**src/rfld_pkg.sv**
```systemverilog
// Shared types and constants for the load-delay register file.
package rfld_pkg;

  localparam int NumRegsDef   = 32;
  localparam int DataWidthDef = 32;
  localparam int CmdBits      = 3;
  localparam int IdxBits      = 5;
  localparam int ValBits      = 32;
  localparam int OutBits      = 32;

  typedef enum logic [CmdBits-1:0] {
    CmdRead    = 3'd0,
    CmdWrite   = 3'd1,
    CmdLoad    = 3'd2,
    CmdAdvance = 3'd3,
    CmdFlush   = 3'd4
  } cmd_e;

  typedef struct packed {
    logic               en;
    logic [IdxBits-1:0] idx;
  } wr_req_t;

  typedef struct packed {
    logic               en;
    logic               is_read;
    logic [IdxBits-1:0] idx;
  } rd_req_t;

endpackage

```
**src/register_file_load_delay.sv**
```systemverilog
// Top level: general register file with a two-slot load delay.
// An accepted beat's result beat is registered and shows in the next cycle.
// Throughput: one beat per unstalled cycle, set by the bank's single write and
// read port. A new beat is taken while the result register drains in the same
// cycle. Reset (asynchronous, active low) empties both slots and clears the
// bank's valid bits at once, so every register reads zero; no clearing pass.
module register_file_load_delay #(
  parameter int NUM_REGS   = rfld_pkg::NumRegsDef,
  parameter int DATA_WIDTH = rfld_pkg::DataWidthDef
) (
  input  logic                         clk_i,
  input  logic                         rst_ni,
  input  logic                         in_valid_i,
  output logic                         in_stall_o,
  input  logic [rfld_pkg::CmdBits-1:0] cmd_i,
  input  logic [rfld_pkg::IdxBits-1:0] reg_index_i,
  input  logic [rfld_pkg::ValBits-1:0] write_value_i,
  output logic                         out_valid_o,
  input  logic                         out_stall_i,
  output logic [rfld_pkg::OutBits-1:0] read_data_o
);
  import rfld_pkg::*;

  logic                  accept;
  logic                  out_valid_q, out_valid_d;
  logic [IdxBits-1:0]    idx;
  logic [DATA_WIDTH-1:0] value;
  logic [DATA_WIDTH-1:0] wr_data, rd_data;
  wr_req_t               wr_req;
  rd_req_t               rd_req;

  assign in_stall_o = out_valid_q && out_stall_i;
  assign accept     = in_valid_i && !in_stall_o;

  assign idx   = (int'(reg_index_i) < NUM_REGS) ? reg_index_i : '0;
  assign value = DATA_WIDTH'(write_value_i);

  assign rd_req.en      = accept;
  assign rd_req.is_read = (cmd_i == CmdRead) && (idx != '0);
  assign rd_req.idx     = idx;

  rfld_slots #(
    .DATA_WIDTH(DATA_WIDTH)
  ) u_slots (
    .clk_i    (clk_i),
    .rst_ni   (rst_ni),
    .accept_i (accept),
    .cmd_i    (cmd_i),
    .idx_i    (idx),
    .value_i  (value),
    .wr_req_o (wr_req),
    .wr_data_o(wr_data)
  );

  rfld_bank #(
    .NUM_REGS  (NUM_REGS),
    .DATA_WIDTH(DATA_WIDTH)
  ) u_bank (
    .clk_i    (clk_i),
    .rst_ni   (rst_ni),
    .wr_req_i (wr_req),
    .wr_data_i(wr_data),
    .rd_req_i (rd_req),
    .rd_data_o(rd_data)
  );

  always_comb begin
    out_valid_d = out_valid_q && out_stall_i;
    if (accept) out_valid_d = 1'b1;
  end

  always_ff @(posedge clk_i or negedge rst_ni) begin
    if (!rst_ni) begin
      out_valid_q <= 1'b0;
    end else begin
      out_valid_q <= out_valid_d;
    end
  end

  assign out_valid_o = out_valid_q;
  assign read_data_o = OutBits'(rd_data);

endmodule

```
**src/rfld_slots.sv**
```systemverilog
// Load delay slots: tracks current and next pending loads and issues bank writes.
module rfld_slots #(
  parameter int DATA_WIDTH = rfld_pkg::DataWidthDef
) (
  input  logic                         clk_i,
  input  logic                         rst_ni,
  input  logic                         accept_i,
  input  logic [rfld_pkg::CmdBits-1:0] cmd_i,
  input  logic [rfld_pkg::IdxBits-1:0] idx_i,
  input  logic [DATA_WIDTH-1:0]        value_i,
  output rfld_pkg::wr_req_t            wr_req_o,
  output logic [DATA_WIDTH-1:0]        wr_data_o
);
  import rfld_pkg::*;

  logic [IdxBits-1:0]    cur_idx_q, cur_idx_d, next_idx_q, next_idx_d;
  logic [DATA_WIDTH-1:0] cur_val_q, cur_val_d, next_val_q, next_val_d;

  always_comb begin
    cur_idx_d    = cur_idx_q;
    cur_val_d    = cur_val_q;
    next_idx_d   = next_idx_q;
    next_val_d   = next_val_q;
    wr_req_o.en  = 1'b0;
    wr_req_o.idx = idx_i;
    wr_data_o    = value_i;
    if (accept_i) begin
      case (cmd_i)
        CmdWrite: begin
          if (idx_i != '0) begin
            wr_req_o.en = 1'b1;
            if (cur_idx_q == idx_i) cur_idx_d = '0;
          end
        end
        CmdLoad: begin
          if (idx_i != '0) begin
            if (cur_idx_q == idx_i) cur_idx_d = '0;
            next_idx_d = idx_i;
            next_val_d = value_i;
          end
        end
        CmdAdvance: begin
          wr_req_o.en  = (cur_idx_q != '0);
          wr_req_o.idx = cur_idx_q;
          wr_data_o    = cur_val_q;
          cur_idx_d    = next_idx_q;
          cur_val_d    = next_val_q;
          next_idx_d   = '0;
          next_val_d   = '0;
        end
        CmdFlush: begin
          wr_req_o.en  = (cur_idx_q != '0);
          wr_req_o.idx = cur_idx_q;
          wr_data_o    = cur_val_q;
          cur_idx_d    = '0;
          cur_val_d    = '0;
          next_idx_d   = '0;
          next_val_d   = '0;
        end
        default: begin
        end
      endcase
    end
  end

  always_ff @(posedge clk_i or negedge rst_ni) begin
    if (!rst_ni) begin
      cur_idx_q  <= '0;
      cur_val_q  <= '0;
      next_idx_q <= '0;
      next_val_q <= '0;
    end else begin
      cur_idx_q  <= cur_idx_d;
      cur_val_q  <= cur_val_d;
      next_idx_q <= next_idx_d;
      next_val_q <= next_val_d;
    end
  end

endmodule

```
**src/rfld_bank.sv**
```systemverilog
// Register bank: one write port, one registered read port, per-entry valid bits.
module rfld_bank #(
  parameter int NUM_REGS   = rfld_pkg::NumRegsDef,
  parameter int DATA_WIDTH = rfld_pkg::DataWidthDef
) (
  input  logic                  clk_i,
  input  logic                  rst_ni,
  input  rfld_pkg::wr_req_t     wr_req_i,
  input  logic [DATA_WIDTH-1:0] wr_data_i,
  input  rfld_pkg::rd_req_t     rd_req_i,
  output logic [DATA_WIDTH-1:0] rd_data_o
);
  import rfld_pkg::*;

  localparam int AddrW = $clog2(NUM_REGS);

  logic [DATA_WIDTH-1:0] mem [NUM_REGS];
  logic [NUM_REGS-1:0]   valid_q;
  logic [DATA_WIDTH-1:0] rd_data_q;
  logic                  rd_hit_q;
  logic [AddrW-1:0]      wr_addr, rd_addr;

  assign wr_addr = AddrW'(wr_req_i.idx);
  assign rd_addr = AddrW'(rd_req_i.idx);

  always_ff @(posedge clk_i) begin
    if (wr_req_i.en) mem[wr_addr] <= wr_data_i;
    if (rd_req_i.en) rd_data_q <= mem[rd_addr];
  end

  always_ff @(posedge clk_i or negedge rst_ni) begin
    if (!rst_ni) begin
      valid_q  <= '0;
      rd_hit_q <= 1'b0;
    end else begin
      if (wr_req_i.en) valid_q[wr_addr] <= 1'b1;
      if (rd_req_i.en) rd_hit_q <= rd_req_i.is_read && valid_q[rd_addr];
    end
  end

  assign rd_data_o = rd_hit_q ? rd_data_q : '0;

endmodule
```
**config.mk**
```make
export PLATFORM = sky130hd
export DESIGN_NAME = register_file_load_delay
export DESIGN_NICKNAME = d
export VERILOG_FILES = /design/src/rfld_pkg.sv /design/src/register_file_load_delay.sv /design/src/rfld_slots.sv /design/src/rfld_bank.sv
export SDC_FILE = /design/constraint.sdc
export NUM_CORES = 1
export LEC_CHECK = 0
export ABC_CLOCK_PERIOD_IN_PS = 5490
export BUFFER_PORTS_ARGS = -buffer_cell sky130_fd_sc_hd__buf_2
export CAP_MARGIN = 20
export CORE_MARGIN = 4
export CORE_UTILIZATION = 40
export CTS_CLUSTER_DIAMETER = 150
export DETAILED_ROUTE_END_ITERATION = 12
export HOLD_SLACK_MARGIN = 0.03
export PLACE_DENSITY = 0.58
export SETUP_SLACK_MARGIN = 0.3
export SYNTH_ARGS = -nofsm -noshare
export SYNTH_HDL_FRONTEND = slang
export SYNTH_SLANG_ARGS = --single-unit
```
**constraint.sdc**
```tcl
create_clock -name clk_i -period 5.49 [get_ports clk_i]
set_input_delay 0.549 -clock clk_i [delete_from_list [all_inputs] [get_ports clk_i]]
set_output_delay 0.549 -clock clk_i [all_outputs]
set_load 0.01 [all_outputs]
```
Word level (Yosys, flattened, before mapping)
Memory sizes are Yosys's and may differ from the RTL's. A register that Yosys moved wholly into a read port is not among the register bits.
Index checks and enable logic that the tools add are counted.

storage, ports and cells
  memories = 1
  bits in writable memories = 1024
  register bits after elaboration = 108
  input bits = 44

memories
  name        depth  bits a word  rd ports  clocked after memory_dff  wr ports  RTL line         source
  u_bank.mem  32     32           1         1                         1         rfld_bank.sv:17  logic [DATA_WIDTH-1:0] mem [NUM_REGS];

operators by class
  bitwise logic cells = 1
  eq/ne operators = 8
  reduce and logical (&&, ||, !) cells = 17
  $lt $le $gt $ge = 3
  muxes and demuxes = 22

operators by type and width
  kind                  count
  $mux W32              4
  $pmux W32 S2          2
  $or A32 B32 Y32       1
  $mux W5               4
  $pmux W5 S3           1
  $lt A5 B6 Y1 const B  2
  $pmux W5 S2           1
  $reduce_bool A5 Y1    2
  $eq A3 B2 Y1 const B  2
  $mux W1               6
  $mux W6               1
  $bmux W1 S5           1
  $demux W1 S5          1
  $eq A5 B5 Y1          1
  $ge A5 B1 Y1 const B  1
  $logic_and A1 B1 Y1   5
  $ne A2 B1 Y1 const B  2
  $reduce_and A4 Y1     1
  $reduce_bool A2 Y1    2
  $reduce_or A2 Y1      2
  $eq A3 B1 Y1 const B  1
  $eq A3 B3 Y1 const B  1
  $logic_not A3 Y1      1
  $reduce_and A3 Y1     1
  other kinds (5)       5

Depth between registers and ports, before layout
Gate-level depths: netlist of run 1.

  depth in word-level cells = 9
  mapped depth = 9

Cells and area by module
Synthesis of run 1 repeated with hierarchy kept, for this count alone.

unflattened totals
  cells, all modules = 1984
  area, all modules = 44999.4 um2

by module, submodules not included
  module                    area each (um2)  instances  cells each
  rfld_bank                 41421.0          1          1662
  rfld_slots                3509.6           1          315
  register_file_load_delay  68.8             1          7

Least setup slack after synthesis of run 1
Ideal clock, no wire load.

  path kind = in2reg
  start = in in_valid_i
  end = mem u_bank.mem[20][0] (netlist bit), enable pin
  setup time = 0.461 ns
  slack = 0.561 ns
  path buffers = 1
  data arrival time = 4.468 ns
  stages = 6
  cells stage by stage = a21boi_4 nand2_1 o32ai_4 nand2_2 buf_6 nor3_1

between the ends
  longest elaborated chain between the ends = 4

ends and longest elaborated chain
  what                           RTL line                        source
  start: declaration             register_file_load_delay.sv:13  input logic in_valid_i,
  $logic_and A1 B1 Y1 (*)        register_file_load_delay.sv:33  assign accept = in_valid_i && !in_stall_o;
  $mux W6 (*)                    rfld_slots.sv:27                if (accept_i) begin
  $mux W1                        rfld_bank.sv:27                 if (wr_req_i.en) mem[wr_addr] <= wr_data_i;
  $mux W1 (not written as such)  rfld_bank.sv:27
  end: declaration               rfld_bank.sv:17

Mark *: on every way between the ends. The rest lies on a longest branch, timed or not.

Final worst setup path of run 1
  start = reg out_valid_q, in the netlist out_valid_o
  end = mem u_bank.mem[8][31] (netlist bit), enable pin

between the ends
  longest elaborated chain between the ends = 6

ends and longest elaborated chain
  what                           RTL line                        source
  start: declaration             register_file_load_delay.sv:25  logic out_valid_q, out_valid_d;
  start signal: assignment       register_file_load_delay.sv:76  out_valid_q <= out_valid_d;
  $logic_and A1 B1 Y1 (*)        register_file_load_delay.sv:32  assign in_stall_o = out_valid_q && out_stall_i;
  $logic_not A1 Y1 (*)           register_file_load_delay.sv:33
  $logic_and A1 B1 Y1 (*)        register_file_load_delay.sv:33
  $mux W6 (*)                    rfld_slots.sv:27
  $mux W1                        rfld_bank.sv:27
  $mux W1 (not written as such)  rfld_bank.sv:27

Marked as above.

==> results of run 1 <==
## Yosys cell counts, types with 31 or more instances
cell	instances	area, µm²
mux2_2	40	450
mux2i_1	186	1860
edfxtp_1	1056	31700
clkbuf_1	50	188
nand2_1	270	1010
dfrtp_1	108	2700
and2_1	37	231
mux4_2	194	4370
o21ai_1	38	190
buf_4	31	233
nand3_1	41	205
buf_2	54	270
## cells in the final DEF (no fill, tap or decap), types with 32 or more instances in the layout
cell	count
buf_2	73
edfxtp_1	1056
clkbuf_16	119
mux2i_1	186
o21ai_1	37
nand2_1	270
buf_4	75
conb_1	32
and2_1	36
mux2_2	40
nand3_1	41
mux4_2	194
dfrtp_1	107
## routing by layer
| metal | part of all wire | global-route usage |
|---|---|---|
| met4 | 0.031 | 0.0628 |
| met5 | 0 | 0 |
| met2 | 0.47 | 0.315 |
| met1 | 0.43 | 0.288 |
| met3 | 0.070 | 0.0293 |
## metrics by stage
stage	hold WS [ns]	power, W
finish	0.0874	0.0190
floorplan	0.253	0.0109
detailed placement	0.382	0.0114
global placement	0.373	0.0113
CTS	0.0411	0.0191
global route	0.0701	0.0197
## flip-flops by register name (all words and copies together) (netlist names)
signal,cells
out_valid_o,1
u_bank.mem,1024
u_bank.rd_data_q,32
u_bank.rd_hit_q,1
u_bank.valid_q,32
u_slots.cur_idx_q,5
u_slots.cur_val_q,32
u_slots.next_idx_q,5
u_slots.next_val_q,32
## kinds of logic after synthesis
kind of cell,count (synthesis),synth area share
AOI/OAI and AO/OA,243,0.0385
xor gates and xnor gates,7,0.00133
and+or+nand+nor,461,0.0457
DFF,1164,0.748
muxes,424,0.147
other,1,0.0000815
buffers and inverters,169,0.0196
## power by group through the flow
stage,sequential [W],clock [W],combinational [W]
finish,0.0100,0.00783,0.00117
global route,0.0100,0.00837,0.00127
floorplan,0.0102,0,0.000760
global placement,0.0102,0,0.00110
CTS,0.0100,0.00796,0.00115
detailed placement,0.0102,0,0.00114
## area by class of cell
class | count | area [µm²] | share of cell area
flip-flops and latches | 1164 | 34400 | 0.654
multi-input cells | 1167 | 11000 | 0.209
clock buffers | 154 | 3170 | 0.0602
well taps | 1512 | 1890 | 0.0359
repair buffers | 176 | 1510 | 0.0287
clock inverters | 62 | 599 | 0.0114
inverters | 14 | 52.6 | 0.000998
## worst max-delay path by stage
stage,from,end,slack [ns],depth (start not counted)
after floorplan,in_valid_i,u_bank.mem[20][0]$_DFFE_PP_,0.56,6
after global placement,cmd_i[0],u_bank.mem[24][18]$_DFFE_PP_,1.67,6
after detailed placement,cmd_i[0],u_bank.mem[1][17]$_DFFE_PP_,1.57,6
after CTS,out_valid_o$_DFF_PN0_,u_bank.mem[8][25]$_DFFE_PP_,2.03,5
after global routing,out_valid_o$_DFF_PN0_,u_bank.mem[8][20]$_DFFE_PP_,1.91,5
final,out_valid_o$_DFF_PN0_,u_bank.mem[8][31]$_DFFE_PP_,2.05,5
## repair_timing
| item | CTS | global route |
|---|---|---|
| hold endpoints to repair | 0 | 57 |
| hold buffers | 0 | 1 |
| resized for setup | 0 | 0 |
## worst max-delay path: stages (launching register included)
cell      delay [ns]
dfrtp_1         0.41
a21boi_4        0.46
o21ai_4         0.35
o41ai_1         0.68
and2_2          0.87
buf_4           0.35
==> results_dict.tcl, run 1 <==
set metrics [dict create \
    timing.rr.end "u_bank.mem[8][31]$_DFFE_PP_" \
    die_y_um 347 \
    relSlewSlack 0.260 \
    io_buffers 77 \
    p_seq_frac 0.527 \
    avgSynthCellArea_um2 18.6 \
    holdCritStartpoint "in_valid_i" \
    cts_tree "done" \
    fin_ws_ns 2.05 \
    clkTransAtPathRegs_ns 0.06 \
    final_layout_size_suffix_gt1_frac 0.233 \
    pre_cts_ws_ns 1.57 \
    antenna_found_initial 3 \
    clkPwrFrac 0.411 \
    drv_cap 0 \
    dp.cells 4020 \
    ys_seq_elements 1164 \
    synth_cells 2469 \
    worst_slew_pin_slew_ns 1.11 \
    maxSlewViolCount 0 \
    ff2ff_setup_slack_ns 2.05 \
    cp_max_fo 26 \
    rsz0062_at_grt "no" \
    netlist_area_mm2 0.0460 \
    avgRoutedWirePerCell_um 28.5 \
    fin_nets 2684 \
    design_area_mm2 0.0526 \
    area_growth_pct 14.4 \
    gr-total-overflow 0 \
    viasPerCell 5.64 \
    cp.arrival_ns 3.82 \
    ant_nets 0 \
    utilization 0.461 \
    crit_required_ns 5.87 \
    totalWireLength_mm 121 \
    final_cells 4249 \
    coreArea_mm2 0.114 \
    crit_path_end_kind "flip-flop" \
    clock-root-buffer "clkbuf_16" \
    hold_class "input port to flip-flop" \
    p_leak_nw 18.2 \
    cts_buffers 117 \
    switching_share 0.217 \
    ys.flop_type "edfxtp_1" \
    gp_congestion 0.855 \
    final.period_utilization 0.627 \
    dpl.hpwl_mm 68.4 \
    critPathKind "flip-flop to flip-flop" \
    io_pins 78 \
    yosysSeqAreaShare 0.748 \
    min_to "out_valid_o$_DFF_PN0_" \
    postPlaceCellArea_mm2 0.0486 \
    htree_levels 3 \
    clock_latency_ns 0.70 \
    initial_utilization 0.403 \
    nFillCells 9724 \
    ys_async_sr_fraction 0.0928 \
    post_cts_buffers 0 \
    combinationalPowerShare 0.061 \
    synth_warnings 0 \
    die_w_um 347 \
    cts_sinks 1164 \
    grt_pass1_vias 24686 \
    route.vias.total 23955 \
    drt_first_pass_iters 6 \
    r2r_cells 5 \
    ys_types 65 \
    cts_buffer_depth 3 \
    status "completed" \
    worst_setup_path_start_kind "flip-flop" \
    p_int_w 0.0149 \
    whs_path_depth 2 \
    ir_drop_mv 0.247 \
    finalSetupViolCount 0 \
    grt_pass1_wl_mm 175 \
    die_area_mm2 0.121 \
    fin_tns_setup_ns 0 \
    antenna_cells 0 \
    p_per_area_mw_per_mm2 362 \
    grt_max_degree 78 \
    layout_min_cycle_time_ns 3.44 \
    clock.fmax_mhz 290 \
    drtIter0Drc 2694 \
    drc 0 \
    switchingPower_w 0.00413 \
    worstReg2RegStart "out_valid_o$_DFF_PN0_" \
    grt_usage 0.199 \
    synth_edf_count 1056 \
    clock_skew_ns 0.0318 \
    fp-row-count 124 \
    final_hold_viol_count 0 \
]
Power figures use the tool's default switching activity.
==> run 2, diff against run 1 <==
ABC_CLOCK_PERIOD_IN_PS = 2900   (was 5490)
PLACE_DENSITY = 0.6   (was 0.58)
clock period = 2.9 ns   (was 5.49 ns; I/O delays follow)
==> run 2 against run 1 <==
Against the previous run:
- sequential cell count unchanged
- global-route usage shrank 0.82 points
- total power is 89% higher
- clock power is 86% higher
- clock skew shrank 0.0060 ns
- clock-buffer cell count is 10 lower
- sequential share of layout area down 2.6 points
- non-clock buffer count grew 150
- routed wire length is 3.8% lower
- combinational power rose by 110%
- setup slack lost 1.6 ns
- first-iteration DRC count fell by 26%
- largest cell class unchanged
==> results_dict.tcl, run 2 (same netlist as run 1, synthesis figures left out) <==
set metrics [dict create \
    route.vias.total 24304 \
    worst_slew_pin_slew_ns 0.761 \
    htree_levels 3 \
    area_growth_pct 19.1 \
    switching_share 0.217 \
    crit_required_ns 3.25 \
    power_w 0.0360 \
    mostFrequentLayoutCells "1056 x edfxtp_1, 269 x nand2_1, 194 x mux4_2" \
    postPlaceCellArea_mm2 0.0506 \
    clock_skew_ns 0.0257 \
    cts_tree "done" \
    multiInputGateArea_mm2 0.0112 \
    viasPerCell 5.53 \
    grt_pass1_vias 25311 \
    antenna_found_initial 0 \
    final_hold_viol_count 0 \
    final.period_utilization 0.852 \
    worst_setup_path_start_kind "flip-flop" \
    clock.fmax_mhz 405 \
    cts_buffers 115 \
    design_area_mm2 0.0548 \
    ff_latch_area_mm2 0.0344 \
    cp_max_fo 29 \
    clock_latency_ns 0.69 \
    avgRoutedWirePerCell_um 26.5 \
    grt_pass1_wl_mm 171 \
    nFillCells 9508 \
    antenna_cells 0 \
    pre_cts_ws_ns -0.00938 \
    top_register "u_bank.mem" \
    drt_first_pass_iters 5 \
    status "completed" \
    die_w_um 347 \
    final_common_cell "edfxtp_1" \
    drtIter0Drc 1990 \
    io_pins 78 \
    die_area_mm2 0.121 \
    dpl.hpwl_mm 72.6 \
    rsz0062_at_grt "no" \
    switchingPower_w 0.00783 \
    die_y_um 347 \
    finalSetupViolCount 0 \
    cts_sinks 1164 \
    p_leak_nw 19.3 \
    hold_slack_ns 0.123 \
    clkPwrFrac 0.405 \
    crit_path_end_kind "flip-flop" \
    gp_congestion 0.885 \
    relSlewSlack 0.493 \
    grt_max_degree 76 \
    cp.arrival_ns 2.82 \
    clock-root-buffer "clkbuf_16" \
    cts_buffer_depth 3 \
    drv_cap 0 \
    p_seq_frac 0.526 \
    io_buffers 77 \
    p_int_w 0.0282 \
    initial_utilization 0.403 \
    final_layout_size_suffix_gt1_frac 0.264 \
    p_per_area_mw_per_mm2 658 \
    drc 0 \
    fin_nets 2832 \
    layout_min_cycle_time_ns 2.47 \
    combinationalPowerShare 0.068 \
    critPathKind "flip-flop to flip-flop" \
    fin_ws_ns 0.428 \
    hold_class "input port to flip-flop" \
    totalWireLength_mm 117 \
    clkTransAtPathRegs_ns 0.06 \
    ant_nets 0 \
    fp-row-count 124 \
    gr-total-overflow 0 \
    coreArea_mm2 0.114 \
    grt_usage 0.191 \
    largest_reg_flops 1024 \
    utilization 0.480 \
    ir_drop_mv 0.497 \
    maxSlewViolCount 0 \
]
-- run 2: per-stage QoR --
step                      std cells  setup TNS, ns
after floorplan                2500        -299.94
after global placement         4137         -0.467
after detailed placement       4137         -0.139
after CTS                      4395              0
after global routing           4395              0
final                          4395              0
-- run 2: cell type report --
type | count | share of cell area
Sequential cell | 1164 | 0.628
Multi-Input combinational cell | 1167 | 0.204
Timing Repair Buffer | 326 | 0.0652
Clock buffer | 144 | 0.0561
Tap cell | 1512 | 0.0345
Clock inverter | 68 | 0.0116
Inverter | 14 | 0.000959
-- run 2: path summary, 6_finish.rpt --
path,start,endpoint,slack (ns),depth (start not counted)
worst min register to register,u_bank.valid_q[0]$_DFFE_PN0P_,u_bank.valid_q[0]$_DFFE_PN0P_,0.38,0
max in group asynchronous,rst_ni,u_slots.cur_val_q[14]$_DFFE_PN0P_,1.99,3
min in group asynchronous,rst_ni,u_slots.next_val_q[21]$_DFFE_PN0P_,0.16,2
worst max-delay path,out_valid_o$_DFF_PN0_,u_bank.mem[3][0]$_DFFE_PP_,0.43,7
worst min-delay path,cmd_i[2],u_slots.cur_idx_q[3]$_DFFE_PN0P_,0.12,3
worst max register to register,out_valid_o$_DFF_PN0_,u_bank.mem[3][0]$_DFFE_PP_,0.43,7
-- run 2: worst max-delay path, stage by stage, from the launching register on --
cell	delay [ns]
dfrtp_1	0.42
a21boi_4	0.27
o21a_2	0.26
buf_4	0.29
and3_1	0.21
a31oi_1	0.08
nor3_4	0.28
buf_12	0.29
-- run 2: power groups by stage --
stage	Clock, W	Sequential, W	Combinational [W]
final	0.0146	0.0190	0.00246
after floorplan	0	0.0192	0.00148
after CTS	0.0149	0.0190	0.00248
after detailed placement	0	0.0193	0.00244
after global routing	0.0155	0.0190	0.00267
after global placement	0	0.0193	0.00238
-- run 2: metal layers --
layer	wire, µm	share of wire	vias to the layer above	global-route usage
met5	0	0	-	0
met4	3240	0.028	0	0.0578
met3	6850	0.059	166	0.0306
met2	58100	0.50	788	0.321
met1	48400	0.42	12882	0.257
li1	-	-	10468	-
-- run 2: timing repair --
action / CTS / global route
hold buffers: 36 / 0
endpoints found under the setup margin: 64 / 1
resized for setup: 0 / 1
pin swaps: 3 / 0
hold endpoints to repair: 113 / 0
buffers inserted: 10 / 0
